File: src/hdl/pmt_pkg.sv
// Package for the page map translator: item types, mode, status, flag and
// register codes, and default sizes. Used by every module of the block.
package pmt_pkg;

   localparam int VIRTUAL_PAGES_DEF      = 16384;
   localparam int LOG_WORDS_PER_PAGE_DEF = 8;
   localparam int REAL_PAGE_BITS_DEF     = 16;

   localparam int MODE_W   = 3;
   localparam int VADDR_W  = 25;
   localparam int PAGE_W   = 17;
   localparam int FLAGS_W  = 3;
   localparam int NRP_W    = 16;
   localparam int STATUS_W = 2;
   localparam int RADDR_W  = 24;
   localparam int VPL_W    = 18;
   localparam int RPL_W    = 17;
   localparam int CSR_W    = 18;

   localparam logic [MODE_W-1:0] MODE_FETCH     = 3'd0;
   localparam logic [MODE_W-1:0] MODE_STORE     = 3'd1;
   localparam logic [MODE_W-1:0] MODE_TRANSLATE = 3'd2;
   localparam logic [MODE_W-1:0] MODE_READ_MAP  = 3'd3;
   localparam logic [MODE_W-1:0] MODE_WRITE_MAP = 3'd4;

   localparam logic [STATUS_W-1:0] STATUS_OK           = 2'd0;
   localparam logic [STATUS_W-1:0] STATUS_PAGE_FAULT   = 2'd1;
   localparam logic [STATUS_W-1:0] STATUS_PROT_FAULT   = 2'd2;
   localparam logic [STATUS_W-1:0] STATUS_OUT_OF_RANGE = 2'd3;

   localparam logic [FLAGS_W-1:0] FLAG_REF     = 3'd1;
   localparam logic [FLAGS_W-1:0] FLAG_DIRTY   = 3'd2;
   localparam logic [FLAGS_W-1:0] FLAG_PROT    = 3'd4;
   localparam logic [FLAGS_W-1:0] FLAGS_VACANT = 3'd6;

   localparam logic CSR_VIRTUAL_PAGE_LIMIT = 1'b0;
   localparam logic CSR_REAL_PAGE_LIMIT    = 1'b1;

   localparam logic [VPL_W-1:0] VPL_RESET = 18'd16384;
   localparam logic [RPL_W-1:0] RPL_RESET = 17'd4096;

   typedef struct packed {
      logic [MODE_W-1:0]  mode;
      logic [VADDR_W-1:0] virtual_address;
      logic [PAGE_W-1:0]  page_number;
      logic [FLAGS_W-1:0] new_flags;
      logic [NRP_W-1:0]   new_real_page;
   } req_type;

   typedef struct packed {
      logic [STATUS_W-1:0] status;
      logic [RADDR_W-1:0]  real_address;
      logic [FLAGS_W-1:0]  entry_flags;
      logic [NRP_W-1:0]    entry_real_page;
      logic                is_vacant;
   } rsp_type;

endpackage

File: src/hdl/pmt_access.sv
// Access stage: takes one item, reads its map entry, checks and marks it,
// writes the entry back and holds the result item. Holds the limit registers.
// Depends on pmt_pkg; drives the ports of pmt_map_mem.
module pmt_access #(
   parameter int VIRTUAL_PAGES      = pmt_pkg::VIRTUAL_PAGES_DEF,
   parameter int LOG_WORDS_PER_PAGE = pmt_pkg::LOG_WORDS_PER_PAGE_DEF,
   parameter int REAL_PAGE_BITS     = pmt_pkg::REAL_PAGE_BITS_DEF
) (
   input  logic                                         clock,
   input  logic                                         reset,
   input  logic                                         req_valid,
   output logic                                         req_ready,
   input  pmt_pkg::req_type                             req_data,
   output logic                                         rsp_valid,
   input  logic                                         rsp_ready,
   output pmt_pkg::rsp_type                             rsp_data,
   input  logic                                         csr_we,
   input  logic                                         csr_index,
   input  logic [pmt_pkg::CSR_W-1:0]                    csr_data,
   input  logic                                         clear_busy,
   output logic                                         rd_en,
   output logic [$clog2(VIRTUAL_PAGES)-1:0]             rd_addr,
   input  logic [pmt_pkg::FLAGS_W+REAL_PAGE_BITS-1:0]   rd_data,
   output logic                                         wr_en,
   output logic [$clog2(VIRTUAL_PAGES)-1:0]             wr_addr,
   output logic [pmt_pkg::FLAGS_W+REAL_PAGE_BITS-1:0]   wr_data
);
   import pmt_pkg::*;

   localparam int IDX_W   = $clog2(VIRTUAL_PAGES);
   localparam int ENTRY_W = FLAGS_W + REAL_PAGE_BITS;
   localparam int VP_W    = VADDR_W - LOG_WORDS_PER_PAGE;
   localparam int CMP_W   = (VP_W > VPL_W) ? VP_W : VPL_W;
   localparam int RA_W    = REAL_PAGE_BITS + LOG_WORDS_PER_PAGE;
   localparam logic [CMP_W-1:0] PAGES_CMP = CMP_W'(VIRTUAL_PAGES);

   logic [VPL_W-1:0] vpl_ff;
   logic [RPL_W-1:0] rpl_ff;

   always_ff @(posedge clock) begin
      if (reset) begin
         vpl_ff <= VPL_RESET;
         rpl_ff <= RPL_RESET;
      end else if (csr_we) begin
         unique case (csr_index)
            CSR_VIRTUAL_PAGE_LIMIT: vpl_ff <= csr_data;
            CSR_REAL_PAGE_LIMIT:    rpl_ff <= csr_data[RPL_W-1:0];
            default:                vpl_ff <= vpl_ff;
         endcase
      end
   end

   logic                          stg_valid_ff, stg_valid_in;
   logic [MODE_W-1:0]             stg_mode_ff;
   logic [CMP_W-1:0]              stg_vp_ff;
   logic [LOG_WORDS_PER_PAGE-1:0] stg_off_ff;
   logic [FLAGS_W-1:0]            stg_nf_ff;
   logic [NRP_W-1:0]              stg_nrp_ff;
   logic                          fwd_hit_ff;
   logic [ENTRY_W-1:0]            fwd_data_ff;
   logic                          rsp_valid_ff, rsp_valid_in;
   rsp_type                       rsp_data_ff, rsp_data_in;

   logic                          req_fire, stg_fire;
   logic [CMP_W-1:0]              vp_in;
   logic [ENTRY_W-1:0]            entry;
   logic [FLAGS_W-1:0]            f;
   logic [REAL_PAGE_BITS-1:0]     rp;
   logic                          vac, in_range, nrp_ok, wr_need;
   logic [STATUS_W-1:0]           status;
   logic [FLAGS_W-1:0]            wr_flags;
   logic [REAL_PAGE_BITS-1:0]     wr_real;
   logic [RA_W-1:0]               ra_full;

   assign stg_fire  = stg_valid_ff && (!rsp_valid_ff || rsp_ready);
   assign req_ready = !clear_busy && (!stg_valid_ff || stg_fire);
   assign req_fire  = req_valid && req_ready;

   assign vp_in   = (req_data.mode <= MODE_TRANSLATE)
                    ? CMP_W'(req_data.virtual_address >> LOG_WORDS_PER_PAGE)
                    : CMP_W'(req_data.page_number);
   assign rd_en   = req_fire;
   assign rd_addr = vp_in[IDX_W-1:0];

   always_ff @(posedge clock) begin
      if (req_fire) begin
         stg_mode_ff <= req_data.mode;
         stg_vp_ff   <= vp_in;
         stg_off_ff  <= req_data.virtual_address[LOG_WORDS_PER_PAGE-1:0];
         stg_nf_ff   <= req_data.new_flags;
         stg_nrp_ff  <= req_data.new_real_page;
         fwd_hit_ff  <= wr_en && (wr_addr == rd_addr);
         fwd_data_ff <= wr_data;
      end
   end

   assign entry    = fwd_hit_ff ? fwd_data_ff : rd_data;
   assign f        = entry[ENTRY_W-1 -: FLAGS_W];
   assign vac      = (f == FLAGS_VACANT);
   assign rp       = vac ? '0 : entry[REAL_PAGE_BITS-1:0];
   assign in_range = (stg_mode_ff <= MODE_WRITE_MAP) && (stg_vp_ff < CMP_W'(vpl_ff))
                     && (stg_vp_ff < PAGES_CMP);
   assign nrp_ok   = (RPL_W'(stg_nrp_ff) < rpl_ff)
                     && ((REAL_PAGE_BITS >= NRP_W) || ((stg_nrp_ff >> REAL_PAGE_BITS) == '0));
   assign ra_full  = {rp, stg_off_ff};

   always_comb begin
      status   = STATUS_OK;
      wr_need  = 1'b0;
      wr_flags = f;
      wr_real  = entry[REAL_PAGE_BITS-1:0];
      unique case (stg_mode_ff)
         MODE_FETCH: begin
            if (vac) begin
               status = STATUS_PAGE_FAULT;
            end else begin
               wr_need  = 1'b1;
               wr_flags = f | FLAG_REF;
            end
         end
         MODE_STORE: begin
            priority if (vac) begin
               status = STATUS_PAGE_FAULT;
            end else if ((f & FLAG_PROT) != '0) begin
               status = STATUS_PROT_FAULT;
            end else begin
               wr_need  = 1'b1;
               wr_flags = f | FLAG_REF | FLAG_DIRTY;
            end
         end
         MODE_TRANSLATE: begin
            if (vac) begin
               status = STATUS_PAGE_FAULT;
            end
         end
         MODE_READ_MAP: begin
            status = STATUS_OK;
         end
         MODE_WRITE_MAP: begin
            if (!nrp_ok) begin
               status = STATUS_OUT_OF_RANGE;
            end else begin
               wr_need  = 1'b1;
               wr_flags = stg_nf_ff;
               wr_real  = (stg_nf_ff == FLAGS_VACANT) ? '0
                          : REAL_PAGE_BITS'(stg_nrp_ff);
            end
         end
         default: begin
            status = STATUS_OUT_OF_RANGE;
         end
      endcase

      rsp_data_in = '0;
      rsp_data_in.status = STATUS_OUT_OF_RANGE;
      if (in_range && (status != STATUS_OUT_OF_RANGE)) begin
         rsp_data_in.status          = status;
         rsp_data_in.entry_flags     = f;
         rsp_data_in.entry_real_page = NRP_W'(rp);
         rsp_data_in.is_vacant       = vac;
         if ((stg_mode_ff <= MODE_TRANSLATE) && (status == STATUS_OK)) begin
            rsp_data_in.real_address = RADDR_W'(ra_full);
         end
      end
   end

   assign wr_en   = stg_fire && in_range && wr_need;
   assign wr_addr = stg_vp_ff[IDX_W-1:0];
   assign wr_data = {wr_flags, wr_real};

   always_comb begin
      stg_valid_in = stg_valid_ff;
      rsp_valid_in = rsp_valid_ff;
      if (stg_fire) begin
         stg_valid_in = 1'b0;
      end
      if (req_fire) begin
         stg_valid_in = 1'b1;
      end
      if (rsp_ready) begin
         rsp_valid_in = 1'b0;
      end
      if (stg_fire) begin
         rsp_valid_in = 1'b1;
      end
   end

   always_ff @(posedge clock) begin
      if (reset) begin
         stg_valid_ff <= 1'b0;
         rsp_valid_ff <= 1'b0;
      end else begin
         stg_valid_ff <= stg_valid_in;
         rsp_valid_ff <= rsp_valid_in;
      end
   end

   always_ff @(posedge clock) begin
      if (stg_fire) begin
         rsp_data_ff <= rsp_data_in;
      end
   end

   assign rsp_valid = rsp_valid_ff;
   assign rsp_data  = rsp_data_ff;

endmodule

File: config.mk
export PLATFORM = sky130hd
export DESIGN_NAME = pmt_access
export DESIGN_NICKNAME = d
export VERILOG_FILES = /design/src/hdl/pmt_pkg.sv /design/src/hdl/pmt_access.sv
export SDC_FILE = /design/constraint.sdc
export NUM_CORES = 1
export LEC_CHECK = 0
export ABC_CLOCK_PERIOD_IN_PS = 7500
export BUFFER_PORTS_ARGS = -buffer_cell sky130_fd_sc_hd__buf_2
export CORE_MARGIN = 5
export CORE_UTILIZATION = 56
export CTS_CLUSTER_DIAMETER = 200
export DETAILED_ROUTE_END_ITERATION = 7
export PLACE_DENSITY = 0.85
export SLEW_MARGIN = 5
export SYNTH_ARGS = -nofsm -noshare
export SYNTH_HDL_FRONTEND = slang
export SYNTH_SLANG_ARGS = --single-unit
File: constraint.sdc
create_clock -name clock -period 7.5 [get_ports clock]
set_clock_uncertainty 0.15 [all_clocks]
set_input_delay 0.75 -clock clock [delete_from_list [all_inputs] [get_ports clock]]
set_output_delay 0.75 -clock clock [all_outputs]
set_load 0.005 [all_outputs]
==> flow_summary_export.csv, run 1 <==
group,metric,value,unit
outcome,outcome,"complete, no violations",
layout,syn2layout_area_growth,21.1,%
power_and_ir_drop,power_density,230,mW/mm^2
grt,grt_pass1_vias,5137,
worst_hold_path,min_path_type,"reg -> reg",
layout,fin_util,0.690,
synthesis,synth-edff-count,113,
critical_path,start_kind,"flop",
synthesis,avgSynthCellArea,11.6,um^2
power_and_ir_drop,p_sw,0.437,mW
floorplanning,core,0.0126,mm^2
timing,slew_viol_final,0,
power_and_ir_drop,peakVddDrop,125,uV
grt,grt_max_degree,70,
synthesis,seq_area_frac_synth,0.577,
timing,rsz0062_at_grt,"no",
synthesis,synth_common_cells,"edfxtp_1 (113), a21oi_1 (82), nand2_1 (82)",
grt,grt.total_usage,0.218,
timing,relSlewSlack,0.265,
placement,routabilityCongestion,0.893,
placement,dp_hpwl,12300,um
placement,placed_area,0.00807,mm^2
layout,finalNetCount,932,
drt,drt_iter0_drc,443,
critical_path,cpMostUsedCell,"a21oi_1",
cts,ctsResizeCount,0,
power_and_ir_drop,clockPowerShare,0.429,
floorplanning,initial_core_util,0.570,
synthesis,async_flop_share,0,
power_and_ir_drop,sw_frac_of_total,0.219,
critical_path,criticalPathCategory,"reg -> out",
critical_path,cp_slowest_cell,"a2111o_1",
synthesis,synth-main-ff-cell,"edfxtp_1",
timing,finalHoldWorstSlack,0.306,ns
timing,fmax,263,MHz
cts,hold_buffers,0,
drt,vias_per_cell,5.30,
timing,setup_tns,0,ns
grt,grt_pass1_wl,25200,um
floorplanning,die_h,123,um
grt,antenna_found_initial,1,
synthesis,syn_area,0.00716,mm^2
grt,overflow,0,
synthesis,ys_ff_latch,150,
critical_path,cp_slowest_stage_delay,0.42,ns
floorplanning,die_area,0.0152,mm^2
floorplanning,die_x,123,um
drt,firstDrtPassIters,5,
cts,clk_latency,0.41,ns
cts,cts_buffers,17,
critical_path,worstPathCellList,"ha_1, and4b_1, nand3_1, a2111o_1, nand4_1, buf_4, a21oi_1, a21oi_1, buf_2",
critical_path,required,6.60,ns
timing,setup_viol,0,
synthesis,netlist_top_cells_area,"edfxtp_1 (47%), dfxtp_1 (10%), a21oi_1 (5.7%)",
power_and_ir_drop,p_leak,3.45,nW
synthesis,yosysTopAreaCellShare,0.474,
cts,cts_root_buf,"clkbuf_16",
drt,wl_per_cell,16.7,um
critical_path,critPathArrivalTime,2.90,ns
layout,final_cells,978,
cts,clk_pin_slew_worst_paths,0.06,ns
synthesis,yosys_warnings,0,
drt,antenna_left,0,
power_and_ir_drop,intPower,1.56,mW
critical_path,crit_fanout,39,
layout,final_cell_area,0.00867,mm^2
timing,final-hold-violation-count,0,
flow_run,maxCapViolations,0,
placement,dp.cells,946,
drt,drc,0,
drt,drt_wl_total,16300,um
critical_path,end_kind,"output pin",
synthesis,synth.most_common_cell,"edfxtp_1",
synthesis,synth.distinct_cells,53,
floorplanning,rows,41,
floorplanning,ioPinCount,205,
drt,vias,5182,
synthesis,synthCells,620,
synthesis,yosysTopAreaCell,"edfxtp_1",
cts,clkSinkCount,150,
timing,fin_crit,3.80,ns
cts,cts_buffer_depth,2,
layout,diodes,0,
cts,postCtsSetupBuffers,0,
placement,portBuffers,204,
timing,tightest_slew,1.10,ns
timing,fin_crit_sh,0.506,
cts,cts_htree_levels,4,
power_and_ir_drop,pwr-share-seq,0.474,
synthesis,syn_nets,759,
cts,cts_tree,"yes",
power_and_ir_drop,p_comb_frac,0.097,
layout,drive_gt1_frac,0.352,
worst max-delay path, delay by kind of cell (launching register included):
kind / cells / cell delay (ns)
compound gates: 3 / 0.79
fa+ha+maj: 1 / 0.32
simple gates: 3 / 0.44
flops: 1 / 0.40
buf+inv: 2 / 0.53
power by group through the flow:
| stage | Clock (mW) | Combinational, mW | Sequential, mW |
|---|---|---|---|
| 2_1_floorplan | 0 | 0.122 | 0.961 |
| 3_3_place_gp | 0 | 0.187 | 0.963 |
| 3_5_place_dp | 0 | 0.193 | 0.964 |
| 4_1_cts | 0.871 | 0.195 | 0.947 |
| 5_1_grt | 0.915 | 0.217 | 0.950 |
| 6_report | 0.856 | 0.194 | 0.947 |
area by class of cell:
| type | count | area (um^2) |
|---|---|---|
| Clock inverter | 7 | 91.3 |
| Tap cell | 172 | 215 |
| Inverter | 46 | 173 |
| Sequential cell | 150 | 4130 |
| Multi-Input combinational cell | 369 | 2480 |
| Clock buffer | 25 | 518 |
| Timing Repair Buffer | 209 | 1060 |
| Fill cell | 866 | 3890 |
path summary, 6_finish.rpt:
kind	from	endpoint	slack (ns)	cells past startpoint
worst min-delay path	rpl_ff[6]	rpl_ff[6]	0.31	2
worst max-delay path	stg_nrp_ff[15]	wr_data[0]	3.70	9
worst max register to register	stg_vp_ff[9]	rsp_data[21]	4.32	7
worst min register to register	rpl_ff[6]	rpl_ff[6]	0.31	2
stage by stage:
step	setup slack [ns]	total power, mW
floorplan	3.07	1.08
global placement	4.28	1.15
detailed placement	4.17	1.16
CTS	3.70	2.01
global route	3.55	2.08
finish	3.70	2.00
per-layer routing:
layer | wire length [um] | vias to the layer above | global-route usage
li1 | - | 2490 | -
met1 | 6630 | 2435 | 0.266
met2 | 7970 | 226 | 0.366
met3 | 1330 | 29 | 0.0663
met4 | 361 | 2 | 0.0817
met5 | 7 | - | 0
cells by family (layout without fill, tap and decap cells):
group | count (synthesis) | after routing | share of synthesized area
AOI/OAI and AO/OA | 110 | 110 | 0.0882
and+or+nand+nor | 181 | 181 | 0.135
DFF | 150 | 150 | 0.577
adders and majority gates | 31 | 31 | 0.0541
xor gates and xnor gates | 11 | 11 | 0.0135
muxes | 36 | 36 | 0.0543
buffers and inverters | 101 | 287 | 0.0776
cells in the final DEF, fill, tap and decap left out, types with 2 or more instances in the layout:
| cell | netlist | routed |
|---|---|---|
| nand2b_1 | 2 | 2 |
| nor2_4 | 20 | 20 |
| xnor2_1 | 3 | 3 |
| ha_1 | 31 | 31 |
| and4b_1 | 2 | 2 |
| nand4_1 | 4 | 4 |
| a21o_2 | 2 | 2 |
| nand2_1 | 82 | 82 |
| nor3_1 | 19 | 19 |
| bufinv_16 | 0 | 2 |
| nor2_1 | 24 | 24 |
| mux2_1 | 3 | 3 |
| nand3_1 | 7 | 7 |
| inv_1 | 46 | 46 |
| mux2_2 | 13 | 13 |
| edfxtp_1 | 113 | 113 |
| nor2b_1 | 6 | 5 |
| mux2i_1 | 18 | 18 |
| a21o_1 | 4 | 4 |
| nand3b_1 | 2 | 2 |
| clkbuf_8 | 0 | 2 |
| a21oi_1 | 82 | 82 |
| a211oi_1 | 3 | 3 |
| clkbuf_1 | 11 | 4 |
| and2_1 | 3 | 2 |
| buf_4 | 28 | 5 |
| xor2_1 | 8 | 8 |
| clkinv_2 | 0 | 3 |
| buf_2 | 7 | 204 |
| clkbuf_16 | 0 | 19 |
| dfxtp_1 | 37 | 37 |
| o21ai_0 | 8 | 8 |
flip-flops by register name (all words and copies together) (netlist names):
name	flops
rsp_valid	1
vpl_ff	18
stg_nf_ff	3
stg_mode_ff	3
stg_off_ff	8
stg_vp_ff	17
fwd_data_ff	19
rpl_ff	17
stg_nrp_ff	16
fwd_hit_ff	1
stg_valid_ff	1
rsp_data	46
No activity file was read; power rests on OpenSTA's default activity.
==> run 2, diff against run 1 <==
ABC_CLOCK_PERIOD_IN_PS = 3500   (was 7500)
CORE_UTILIZATION = 52   (was 56)
PLACE_DENSITY = 0.8   (was 0.85)
clock period = 3.5 ns   (was 7.5 ns; I/O delays follow)
==> flow_summary_export.csv, run 2 (synthesized netlist as in run 1, its figures left out) <==
group,metric,value,unit
outcome,outcome,"complete, no violations",
timing,relSlewSlack,0.360,
critical_path,end_kind,"output pin",
cts,clk_pin_slew_worst_paths,0.06,ns
cts,cts_buffers,17,
drt,vias,5357,
floorplanning,die_h,127,um
critical_path,crit_fanout,32,
power_and_ir_drop,pwr-share-seq,0.481,
power_and_ir_drop,peakVddDrop,307,uV
layout,final_cell_area,0.00894,mm^2
floorplanning,rows,42,
timing,tightest_slew,0.960,ns
placement,routabilityCongestion,0.886,
timing,worst_slack,0.209,ns
cts,cts_htree_levels,4,
grt,antenna_found_initial,1,
timing,finalHoldWorstSlack,0.0182,ns
flow_run,maxCapViolations,0,
layout,diodes,0,
drt,vias_per_cell,5.30,
layout,nFillCells,997,
critical_path,critPathArrivalTime,2.79,ns
layout,layout_commonest_cell,"buf_2",
layout,fin_util,0.667,
placement,dp.cells,952,
grt,grt_max_degree,70,
drt,antenna_left,0,
grt,overflow,0,
cts,cts_buffer_depth,2,
cts,cts_root_buf,"clkbuf_16",
power_and_ir_drop,p_sw,0.988,mW
layout,drive_gt1_frac,0.344,
drt,dr.max_layer_used,"met5",
layout,layout_common_cells,"buf_2 (204), edfxtp_1 (113), a21oi_1 (82), nand2_1 (82), inv_1 (46)",
floorplanning,initial_core_util,0.535,
timing,fmax,304,MHz
placement,portBuffers,204,
floorplanning,die_x,127,um
drt,wl_per_cell,17.5,um
drt,routed-wl-met3,1390,um
placement,dp_hpwl,13300,um
floorplanning,ioPinCount,205,
power_and_ir_drop,p_comb_frac,0.106,
drt,firstDrtPassIters,5,
layout,finalNetCount,961,
drt,drt_wl_total,17700,um
critical_path,r2r_cells,9,
power_and_ir_drop,p_leak,3.56,nW
drt,routed-wl-met2,8630,um
timing,final-hold-violation-count,0,
layout,final_cells,1011,
placement,pre_cts_ws,0.631,ns
worst_hold_path,whs_path_depth,2,
timing,slew_viol_final,0,
cts,clkSinkCount,150,
cts,cts_tree,"yes",
timing,fin_crit,3.29,ns
layout,syn2layout_area_growth,24.8,%
drt,drc,0,
power_and_ir_drop,fin_total_pwr,4.23,mW
layout,largest_register_ffs,46,
timing,rsz0062_at_grt,"no",
power_and_ir_drop,power_density,473,mW/mm^2
power_and_ir_drop,clockPowerShare,0.413,
critical_path,start_kind,"flop",
power_and_ir_drop,intPower,3.24,mW
floorplanning,core,0.0134,mm^2
drt,drt_iter0_drc,392,
floorplanning,die_area,0.0162,mm^2
drt,met1_length,7230,um
timing,fin_crit_sh,0.940,
placement,placed_area,0.00810,mm^2
critical_path,criticalPathCategory,"reg -> out",
power_and_ir_drop,sw_frac_of_total,0.234,
grt,grt.total_usage,0.221,
timing,setup_viol,0,
timing,setup_tns,0,ns
critical_path,required,3.00,ns
worst_hold_path,min_path_type,"in -> reg",
grt,grt_pass1_vias,5508,
cts,clk_latency,0.42,ns
grt,grt_pass1_wl,28300,um
==> run 2: changes by cell type in the layout (fill, tap and decap cells not counted), sizes merged <==
cell,delta
clkinv,+3
clkbuf,-6
buf,+2
inv,+1
clkinvlp,+2
dlygate4sd3,+27
==> run 2: final cells by class <==
class	instances	area [um^2]	area share
Timing Repair Buffer	238	1360	0.152
Sequential cell	150	4130	0.463
Tap cell	176	220	0.0246
Multi-Input combinational cell	369	2480	0.278
Clock inverter	13	133	0.0148
Inverter	46	173	0.0193
Clock buffer	19	433	0.0484
==> run 2: worst paths after layout <==
path         slack, ns      startpoint           end
max               0.21  stg_nrp_ff[11]   wr_data[15]
min reg2reg       0.31       rpl_ff[3]     rpl_ff[3]
min               0.02    csr_data[14]    vpl_ff[14]
max reg2reg       0.60    stg_vp_ff[8]  rsp_data[37]
==> run 2: critical path: stages, from the launching register on <==
cell and delay [ns]:
edfxtp_1 0.42, ha_1 0.35, and3_1 0.21, nand3_1 0.12, a2111o_1 0.42, nand4_1 0.14, buf_6 0.25, a21oi_1 0.07
a21oi_1 0.24, buf_2 0.16
==> run 2: repair_timing <==
action,4_1_cts,5_1_grt
endpoints found under the hold margin,27,0
hold buffers,27,0
endpoints found under the setup margin,0,1
setup buffers,0,0
resized for setup,0,1
==> run 2: power by group through the flow <==
| stage | clock network [mW] | registers (mW) | logic [mW] |
|---|---|---|---|
| 4_1_cts | 1.76 | 2.03 | 0.447 |
| 3_5_place_dp | 0 | 2.07 | 0.422 |
| 6_report | 1.75 | 2.03 | 0.447 |
| 2_1_floorplan | 0 | 2.06 | 0.263 |
| 5_1_grt | 1.85 | 2.04 | 0.498 |
| 3_3_place_gp | 0 | 2.07 | 0.405 |
==> run 2: metal layers <==
layer / track usage / up-vias
met2: 0.376 / 247
met5: 0 / -
met3: 0.0630 / 38
li1: - / 2557
met1: 0.271 / 2513
met4: 0.0770 / 2
